[src/sv/crtsh_pkg.sv]
// Shared types, constants and helper functions for the CRT scanline pixel shader.
`timescale 1ns / 1ps
`default_nettype none
package crtsh_pkg;

  localparam int unsigned PIPE_DEPTH = 7;

  localparam int unsigned IDX_W  = 3;
  localparam int unsigned DATA_W = 18;

  localparam logic [IDX_W-1:0] REG_MODE   = 3'd0;
  localparam logic [IDX_W-1:0] REG_FORMAT = 3'd1;
  localparam logic [IDX_W-1:0] REG_WIDTH  = 3'd2;
  localparam logic [IDX_W-1:0] REG_HEIGHT = 3'd3;
  localparam logic [IDX_W-1:0] REG_XSTEP  = 3'd4;
  localparam logic [IDX_W-1:0] REG_YSTEP  = 3'd5;

  localparam logic [1:0] MODE_OFF = 2'd0;
  localparam logic [1:0] MODE_CRT = 2'd2;

  localparam logic [1:0] FMT_565  = 2'd0;
  localparam logic [1:0] FMT_1555 = 2'd1;
  localparam logic [1:0] FMT_8888 = 2'd2;
  localparam logic [1:0] FMT_888  = 2'd3;

  localparam logic [16:0] Q16_ONE   = 17'd65536;
  localparam logic [16:0] SCAN_ODD  = 17'd44564;
  localparam logic [16:0] VIG_FLOOR = 17'd40632;
  localparam logic [15:0] VIG_SAT   = 16'd24904;   // one minus the floor
  localparam logic [13:0] VIG_COEF  = 14'd11796;
  localparam logic [7:0]  DIM_MUL   = 8'd225;
  localparam logic [16:0] ROUND_HALF = 17'd128;
  localparam logic [36:0] ROUND_Q16 = 37'd32768;

  localparam logic [12:0] REST_WIDTH  = 13'd320;
  localparam logic [12:0] REST_HEIGHT = 13'd240;
  localparam logic [17:0] REST_XSTEP  = 18'd411;
  localparam logic [17:0] REST_YSTEP  = 18'd548;

  typedef struct packed {
    logic [1:0]  mode;
    logic [1:0]  fmt;
    logic [12:0] width;
    logic [12:0] height;
    logic [17:0] x_step;
    logic [17:0] y_step;
  } cfg_t;

  // column mod 3 by digit folding (4 == 1 mod 3)
  function automatic logic [1:0] mod3_12(input logic [11:0] v);
    logic [4:0] s1;
    logic [2:0] s2;
    logic [2:0] s3;
    s1 = 5'(v[1:0]) + 5'(v[3:2]) + 5'(v[5:4]) + 5'(v[7:6]) + 5'(v[9:8]) + 5'(v[11:10]);
    s2 = 3'(s1[4]) + 3'(s1[3:2]) + 3'(s1[1:0]);
    s3 = 3'(s2[2]) + 3'(s2[1:0]);
    return (s3 >= 3'd3) ? 2'(s3 - 3'd3) : s3[1:0];
  endfunction

  function automatic logic [7:0] scale_ch(input logic [7:0] v, input logic [8:0] g,
                                          input logic [7:0] maxv);
    logic [16:0] p;
    logic [8:0]  q;
    p = 17'(v) * 17'(g) + ROUND_HALF;
    q = p[16:8];
    return (q > {1'b0, maxv}) ? maxv : q[7:0];
  endfunction

endpackage
`default_nettype wire

[src/sv/crtsh_gain.sv]
// Pipelined gain path: normalized coordinates, vignette, scanline gain, dimmed gain.
`timescale 1ns / 1ps
`default_nettype none
module crtsh_gain (
  input  wire logic                              clk,
  input  wire logic [crtsh_pkg::PIPE_DEPTH-1:0]  en,
  input  wire crtsh_pkg::cfg_t                   cfg,
  input  wire logic [11:0]                       col,
  input  wire logic [11:0]                       row,
  output logic [8:0]                             gain,
  output logic [8:0]                             dim
);
  import crtsh_pkg::*;

  logic [29:0] px_r, py_r;
  logic [17:0] ax_r, ay_r;
  logic [35:0] sqx_r, sqy_r;
  logic [17:0] rad_r;
  logic [16:0] vig_r;
  logic [8:0]  g6_r, g7_r, dim7_r;
  logic [4:0]  odd_r;

  logic [17:0] ax_nxt, ay_nxt;
  logic [17:0] rad_nxt;
  logic [16:0] vig_nxt;
  logic [8:0]  g6_nxt, dim7_nxt;

  function automatic logic [17:0] norm_abs(input logic [29:0] p, input logic [12:0] size);
    logic [29:0] d;
    d = (p >= 30'(Q16_ONE)) ? p - 30'(Q16_ONE) : 30'(Q16_ONE) - p;
    if (size <= 13'd1) begin
      return '0;
    end
    // beyond 2^18 the vignette is at its floor anyway
    return (|d[29:18]) ? '1 : d[17:0];
  endfunction

  logic [36:0] sum_w;
  logic [20:0] rr_w;
  logic [31:0] prod_w;
  logic [15:0] sub_w;
  logic [16:0] scan_w;
  logic [33:0] fac_w;
  logic [16:0] fac16_w;
  logic [16:0] dimp_w;

  always_comb begin
    ax_nxt  = norm_abs(px_r, cfg.width);
    ay_nxt  = norm_abs(py_r, cfg.height);
    sum_w   = 37'(sqx_r) + 37'(sqy_r) + ROUND_Q16;
    rr_w    = sum_w[36:16];
    rad_nxt = (|rr_w[20:18]) ? '1 : rr_w[17:0];
    prod_w  = 32'(rad_r) * 32'(VIG_COEF);
    sub_w   = prod_w[31:16];
    vig_nxt = (sub_w >= VIG_SAT) ? VIG_FLOOR : Q16_ONE - 17'(sub_w);
    scan_w  = odd_r[4] ? SCAN_ODD : Q16_ONE;
    fac_w   = 34'(scan_w) * 34'(vig_r);
    fac16_w = (cfg.mode == MODE_CRT) ? fac_w[32:16] : scan_w;
    g6_nxt  = fac16_w[16:8];
    dimp_w  = 17'(g6_r) * 17'(DIM_MUL);
    dim7_nxt = dimp_w[16:8];
  end

  always_ff @(posedge clk) begin
    if (en[0]) begin
      px_r     <= 30'(col) * 30'(cfg.x_step);
      py_r     <= 30'(row) * 30'(cfg.y_step);
      odd_r[0] <= row[0];
    end
    if (en[1]) begin
      ax_r     <= ax_nxt;
      ay_r     <= ay_nxt;
      odd_r[1] <= odd_r[0];
    end
    if (en[2]) begin
      sqx_r    <= 36'(ax_r) * 36'(ax_r);
      sqy_r    <= 36'(ay_r) * 36'(ay_r);
      odd_r[2] <= odd_r[1];
    end
    if (en[3]) begin
      rad_r    <= rad_nxt;
      odd_r[3] <= odd_r[2];
    end
    if (en[4]) begin
      vig_r    <= vig_nxt;
      odd_r[4] <= odd_r[3];
    end
    if (en[5]) begin
      g6_r <= g6_nxt;
    end
    if (en[6]) begin
      g7_r   <= g6_r;
      dim7_r <= dim7_nxt;
    end
  end

  assign gain = g7_r;
  assign dim  = dim7_r;

endmodule
`default_nettype wire

[src/sv/crt_scanline_pixel_shader.sv]
// Top level of the CRT scanline pixel shader: config registers, pipeline control, channel scaling.
//
//  channel | ports                         | payload
//  in      | in_tvalid/in_tready/in_tdata  | pixel_in[31:0], col[43:32], row[55:44]
//  out     | out_tvalid/out_tready/out_tdata | pixel_out[31:0]
//  cfg     | cfg_valid/cfg_ready/cfg_index/cfg_data | register index, write data
//
// One item per cycle sustained while out_tready holds; 7 gain stages, then the channel scaler.
// The 18x18 squaring and 17x17 gain multiplies each sit in a stage of their own.
// rst_n clears all stage valids and loads the register reset values; cfg is always ready.
// A stall at out_tready fills the bubbles first, then holds every stage in place.
`timescale 1ns / 1ps
`default_nettype none
module crt_scanline_pixel_shader (
  input  wire logic                           clk,
  input  wire logic                           rst_n,
  input  wire logic                           in_tvalid,
  output logic                                in_tready,
  input  wire logic [55:0]                    in_tdata,    // pixel_in, col, row
  output logic                                out_tvalid,
  input  wire logic                           out_tready,
  output logic [31:0]                         out_tdata,   // pixel_out
  input  wire logic                           cfg_valid,
  output logic                                cfg_ready,
  input  wire logic [crtsh_pkg::IDX_W-1:0]    cfg_index,
  input  wire logic [crtsh_pkg::DATA_W-1:0]   cfg_data
);
  import crtsh_pkg::*;

  localparam int unsigned LAST = PIPE_DEPTH - 1;

  cfg_t cfg_r;

  logic [PIPE_DEPTH-1:0] v_r;
  logic [PIPE_DEPTH-1:0] rdy;
  logic                  rdy_out;
  logic [31:0]           pix_r  [PIPE_DEPTH];
  logic [1:0]            lane_r [PIPE_DEPTH];
  logic                  out_valid_r;
  logic [31:0]           out_data_r;

  logic [31:0] pix_nxt;
  logic [31:0] res_nxt;
  logic [8:0]  gain, dim;
  logic [8:0]  g0, g1, g2;
  logic        crt;

  assign cfg_ready = 1'b1;

  always_ff @(posedge clk) begin
    if (!rst_n) begin
      cfg_r.mode   <= MODE_OFF;
      cfg_r.fmt    <= FMT_565;
      cfg_r.width  <= REST_WIDTH;
      cfg_r.height <= REST_HEIGHT;
      cfg_r.x_step <= REST_XSTEP;
      cfg_r.y_step <= REST_YSTEP;
    end else if (cfg_valid) begin
      unique case (cfg_index)
        REG_MODE:   cfg_r.mode   <= cfg_data[1:0];
        REG_FORMAT: cfg_r.fmt    <= cfg_data[1:0];
        REG_WIDTH:  cfg_r.width  <= cfg_data[12:0];
        REG_HEIGHT: cfg_r.height <= cfg_data[12:0];
        REG_XSTEP:  cfg_r.x_step <= cfg_data;
        REG_YSTEP:  cfg_r.y_step <= cfg_data;
        default: ;
      endcase
    end
  end

  // ready ripples back through empty stages
  always_comb begin
    rdy_out   = !out_valid_r || out_tready;
    rdy[LAST] = !v_r[LAST] || rdy_out;
    for (int k = LAST - 1; k >= 0; k--) begin
      rdy[k] = !v_r[k] || rdy[k+1];
    end
  end

  assign in_tready = rdy[0];

  always_comb begin
    case (cfg_r.fmt)
      FMT_565:  pix_nxt = {16'h0, in_tdata[15:0]};
      FMT_1555: pix_nxt = {16'h0, in_tdata[14:5], 1'b0, in_tdata[4:0]};
      FMT_888:  pix_nxt = {8'h0, in_tdata[23:0]};
      default:  pix_nxt = in_tdata[31:0];
    endcase
  end

  always_ff @(posedge clk) begin
    if (!rst_n) begin
      v_r         <= '0;
      out_valid_r <= 1'b0;
    end else begin
      if (rdy[0]) begin
        v_r[0] <= in_tvalid;
      end
      for (int k = 1; k < PIPE_DEPTH; k++) begin
        if (rdy[k]) begin
          v_r[k] <= v_r[k-1];
        end
      end
      if (rdy_out) begin
        out_valid_r <= v_r[LAST];
      end
    end
  end

  always_ff @(posedge clk) begin
    if (rdy[0]) begin
      pix_r[0]  <= pix_nxt;
      lane_r[0] <= mod3_12(in_tdata[43:32]);
    end
    for (int k = 1; k < PIPE_DEPTH; k++) begin
      if (rdy[k]) begin
        pix_r[k]  <= pix_r[k-1];
        lane_r[k] <= lane_r[k-1];
      end
    end
    if (rdy_out) begin
      out_data_r <= res_nxt;
    end
  end

  crtsh_gain u_gain (
    .clk  (clk),
    .en   (rdy),
    .cfg  (cfg_r),
    .col  (in_tdata[43:32]),
    .row  (in_tdata[55:44]),
    .gain (gain),
    .dim  (dim)
  );

  always_comb begin
    crt = (cfg_r.mode == MODE_CRT);
    g0  = (crt && lane_r[LAST] != 2'd0) ? dim : gain;
    g1  = (crt && lane_r[LAST] != 2'd1) ? dim : gain;
    g2  = (crt && lane_r[LAST] != 2'd2) ? dim : gain;
    if (cfg_r.mode == MODE_OFF) begin
      res_nxt = pix_r[LAST];
    end else begin
      case (cfg_r.fmt)
        FMT_8888: res_nxt = {pix_r[LAST][31:24],
                             scale_ch(pix_r[LAST][23:16], g0, 8'hFF),
                             scale_ch(pix_r[LAST][15:8],  g1, 8'hFF),
                             scale_ch(pix_r[LAST][7:0],   g2, 8'hFF)};
        FMT_888:  res_nxt = {8'h0,
                             scale_ch(pix_r[LAST][23:16], g2, 8'hFF),
                             scale_ch(pix_r[LAST][15:8],  g1, 8'hFF),
                             scale_ch(pix_r[LAST][7:0],   g0, 8'hFF)};
        default: begin
          logic [7:0] r8, gr8, b8;
          r8  = scale_ch({3'b0, pix_r[LAST][15:11]}, g0, 8'h1F);
          gr8 = scale_ch({2'b0, pix_r[LAST][10:5]},  g1, 8'h3F);
          b8  = scale_ch({3'b0, pix_r[LAST][4:0]},   g2, 8'h1F);
          res_nxt = {16'h0, r8[4:0], gr8[5:0], b8[4:0]};
        end
      endcase
    end
  end

  assign out_tvalid = out_valid_r;
  assign out_tdata  = out_data_r;

  a_reset_clears: assert property (@(posedge clk) !rst_n |=> !out_tvalid && v_r == '0)
    else $error("pipeline valid survived reset");

  a_full_blocks: assert property (@(posedge clk) disable iff (!rst_n)
    (out_valid_r && !out_tready && (&v_r)) |-> !in_tready)
    else $error("input accepted into a full stalled pipeline");

  a_stage_holds: assert property (@(posedge clk) disable iff (!rst_n)
    (v_r[LAST] && !rdy[LAST]) |=> v_r[LAST] && $stable(pix_r[LAST]))
    else $error("stalled last stage lost its item");

  a_gain_range: assert property (@(posedge clk) disable iff (!rst_n)
    v_r[LAST] |-> (gain <= 9'd256) && (dim <= gain))
    else $error("gain out of range");

endmodule
`default_nettype wire

[config.mk]
export PLATFORM = sky130hd
export DESIGN_NAME = crt_scanline_pixel_shader
export DESIGN_NICKNAME = d
export VERILOG_FILES = /design/src/sv/crtsh_pkg.sv /design/src/sv/crtsh_gain.sv /design/src/sv/crt_scanline_pixel_shader.sv
export SDC_FILE = /design/constraint.sdc
export NUM_CORES = 2
export LEC_CHECK = 0
export CAP_MARGIN = 10
export CORE_MARGIN = 3
export CORE_UTILIZATION = 61
export CTS_CLUSTER_DIAMETER = 200
export DETAILED_ROUTE_END_ITERATION = 8
export DONT_BUFFER_PORTS = 1
export PLACE_DENSITY_LB_ADDON = 0.2
export SLEW_MARGIN = 20
export SYNTH_ARGS = -nofsm -noshare
export SYNTH_HDL_FRONTEND = slang
export SYNTH_HIERARCHICAL = 1
export SYNTH_SLANG_ARGS = --single-unit
[constraint.sdc]
create_clock -name clk -period 6.9 [get_ports clk]
set_input_delay 0.345 -clock clk [delete_from_list [all_inputs] [get_ports clk]]
set_output_delay 0.345 -clock clk [all_outputs]
set_load 0.1 [all_outputs]
==> summary.json <==
{
  "clock.fmax_ghz": 0.151,
  "clk_pin_slew_ns": 0.06,
  "layout.cells.most_common": "inv_1",
  "tritoncts.num_buffers": 60,
  "syn_area_cell_um2": 10.0,
  "finalCriticalPeriod_ns": 6.61,
  "worstReg2RegStart": "u_gain/odd_r[4]",
  "core_area_mm2": 0.126,
  "die_area_mm2": 0.131,
  "whs_ns": 0.0711,
  "die_height_um": 362,
  "numPlacedInstances": 9226,
  "crit-reg2reg-capture": "u_gain/g6_r[8]",
  "holdPathEnd": "cfg_r[55]",
  "crit_required_ns": 7.29,
  "worst-setup-path-type": "register to register",
  "layout-area-overhead-vs-synth_pct": 6.40,
  "worstHoldPathCells": 3,
  "timing_hold_violations_final": 0,
  "netlist_area_mm2": 0.0773,
  "num_io_pins": 117,
  "num_vias": 52200,
  "drv_slew": 0,
  "row_cnt": 130,
  "post_route_insts_no_fill": 9429,
  "grt_start_max_net_pins": 73,
  "wirelength_mm": 170,
  "final_layout_size_suffix_gt1_share_pct": 4.14,
  "antenna_violations_before_repair": 3,
  "portBuffers": 0,
  "grt.overflow.total": 0,
  "ys.warnings.count": 6,
  "antenna_violating_nets_post_route": 0,
  "grt_pass1_vias": 56200,
  "layout.nets": 9955,
  "die_width_um": 362,
  "max-cap-violations": 0,
  "dp.final_hpwl_mm": 137,
  "worst_pin_slew_ns": 1.13,
  "final.period_utilization_pct": 95.9,
  "clock-root-buffer": "clkbuf_16",
  "routability_cong": 0.924,
  "clock_path_buffers": 3,
  "cts_htree_levels": 2,
  "final.fill_count": 10000,
  "grt_pass1_wl_mm": 284,
  "via_per_inst": 5.54,
  "finalCoreUtilization_pct": 65.4,
  "layout.cells.most_common_list": "1624 x inv_1, 1169 x fa_1, 976 x ha_1",
  "tritoncts": "done",
  "final-setup-viol-count": 0,
  "reg2regPathDepth": 24,
  "placement.setup.worst_slack_ns": -0.0704,
  "worstHoldPathType": "input port to register",
  "timing.max_slew.rel_slack_pct": 24.3,
  "outcome": "finished, final reports clean",
  "crit_path_start_kind": "register",
  "timing.critical_path.arrival_ns": 7.01,
  "startpoint_of_the_lowest_slack_hold_path": "cfg_index[0]",
  "crit_path_end_kind": "register",
  "detail_route.first_pass.iterations": 7,
  "start_util_pct": 61.5,
  "clock-skew-final_ns": 0.0427,
  "detail_route.wl_per_cell_um": 18.0,
  "setup_slack_ns": 0.285,
  "cts.sinks": 573,
  "timing.critical_path.fanout_max": 11,
  "drt_iter0_drc": 3213,
  "syn_inst": 7707,
  "drc": 0,
  "worst-r2r-setup-slack_ns": 0.29,
  "grt_usage_pct": 26.8,
  "insertion_delay_ns": 0.68
}
[worst max path at each step]
stage | startpoint | to | slack [ns] | cells after the start
final | u_gain/odd_r[4] | u_gain/g6_r[8] | 0.29 | 24
after global routing | u_gain/odd_r[4] | u_gain/g6_r[8] | -0.007 | 24
after CTS | u_gain/ax_r[8] | u_gain/sqx_r[35] | 0.12 | 24
after floorplan | u_gain/ax_r[4] | u_gain/sqx_r[35] | 0.24 | 25
after detailed placement | u_gain/ay_r[8] | u_gain/sqy_r[34] | -0.07 | 20
after global placement | u_gain/ay_r[5] | u_gain/sqy_r[34] | -0.009 | 21
[layer usage]
| layer | track usage [%] | part of all wire (%) |
|---|---|---|
| met5 | 0 | 0 |
| met4 | 7.00 | 2.5 |
| met3 | 3.68 | 5.2 |
| met2 | 47.6 | 51 |
| met1 | 34.5 | 42 |
[layout make-up]
| class | instances | area (µm²) | area share (%) |
|---|---|---|---|
| antenna | 2 | 5.00 | 0.00608 |
| clock buffer | 77 | 1640 | 2.00 |
| clock inverter | 34 | 374 | 0.455 |
| inverter | 1628 | 6110 | 7.43 |
| multi-input combinational | 5267 | 53900 | 65.5 |
| sequential | 573 | 16500 | 20.0 |
| tap | 1650 | 2060 | 2.51 |
| timing repair buffer | 198 | 1700 | 2.06 |
[repair_timing]
item	4_1_cts	5_1_grt
gates resized for setup	1	12
buffers inserted	0	12
setup endpoints to repair	1	17
hold buffers	78	0
pin swaps	0	1
hold endpoints to repair	109	0
[flip-flops by register name, summed over array words and instances, names as in the netlist]
signal and cells:
pix_r 224, cfg_r 64, u_gain/sqx_r 34, u_gain/sqy_r 34
out_tdata 32, u_gain/px_r 30, u_gain/py_r 30, u_gain/ax_r 18
u_gain/ay_r 18, u_gain/rad_r 18, u_gain/vig_r 17, lane_r 14
u_gain/dim 9, u_gain/g6_r 9, u_gain/gain 9, v_r 7
u_gain/odd_r 5, out_tvalid 1
[metrics by stage]
stage | instance area, µm² | setup TNS, ns
after floorplan | 77400 | 0
after global placement | 79300 | -0.00858
after detailed placement | 79300 | -0.0704
after CTS | 82100 | 0
after global routing | 82300 | -0.00671
final | 82300 | 0
[critical path, stage by stage, from the launching register on]
cell,delay (ns)
edfxtp_1,0.51
buf_4,0.22
nand2_1,0.12
inv_1,0.11
ha_1,0.39
ha_1,0.30
inv_1,0.05
fa_1,0.50
inv_1,0.05
fa_1,0.54
inv_1,0.05
fa_1,0.48
inv_1,0.05
fa_1,0.44
ha_1,0.30
a21o_1,0.18
a21o_1,0.16
a21oi_1,0.12
o21ai_0,0.18
a31o_2,0.30
a2111o_1,0.40
nand3_1,0.09
a31oi_1,0.12
or4_1,0.52
and4_1,0.20
Power is not shown: default switching activity piles up to over one toggle a cycle in this logic, so the estimate is an artifact.
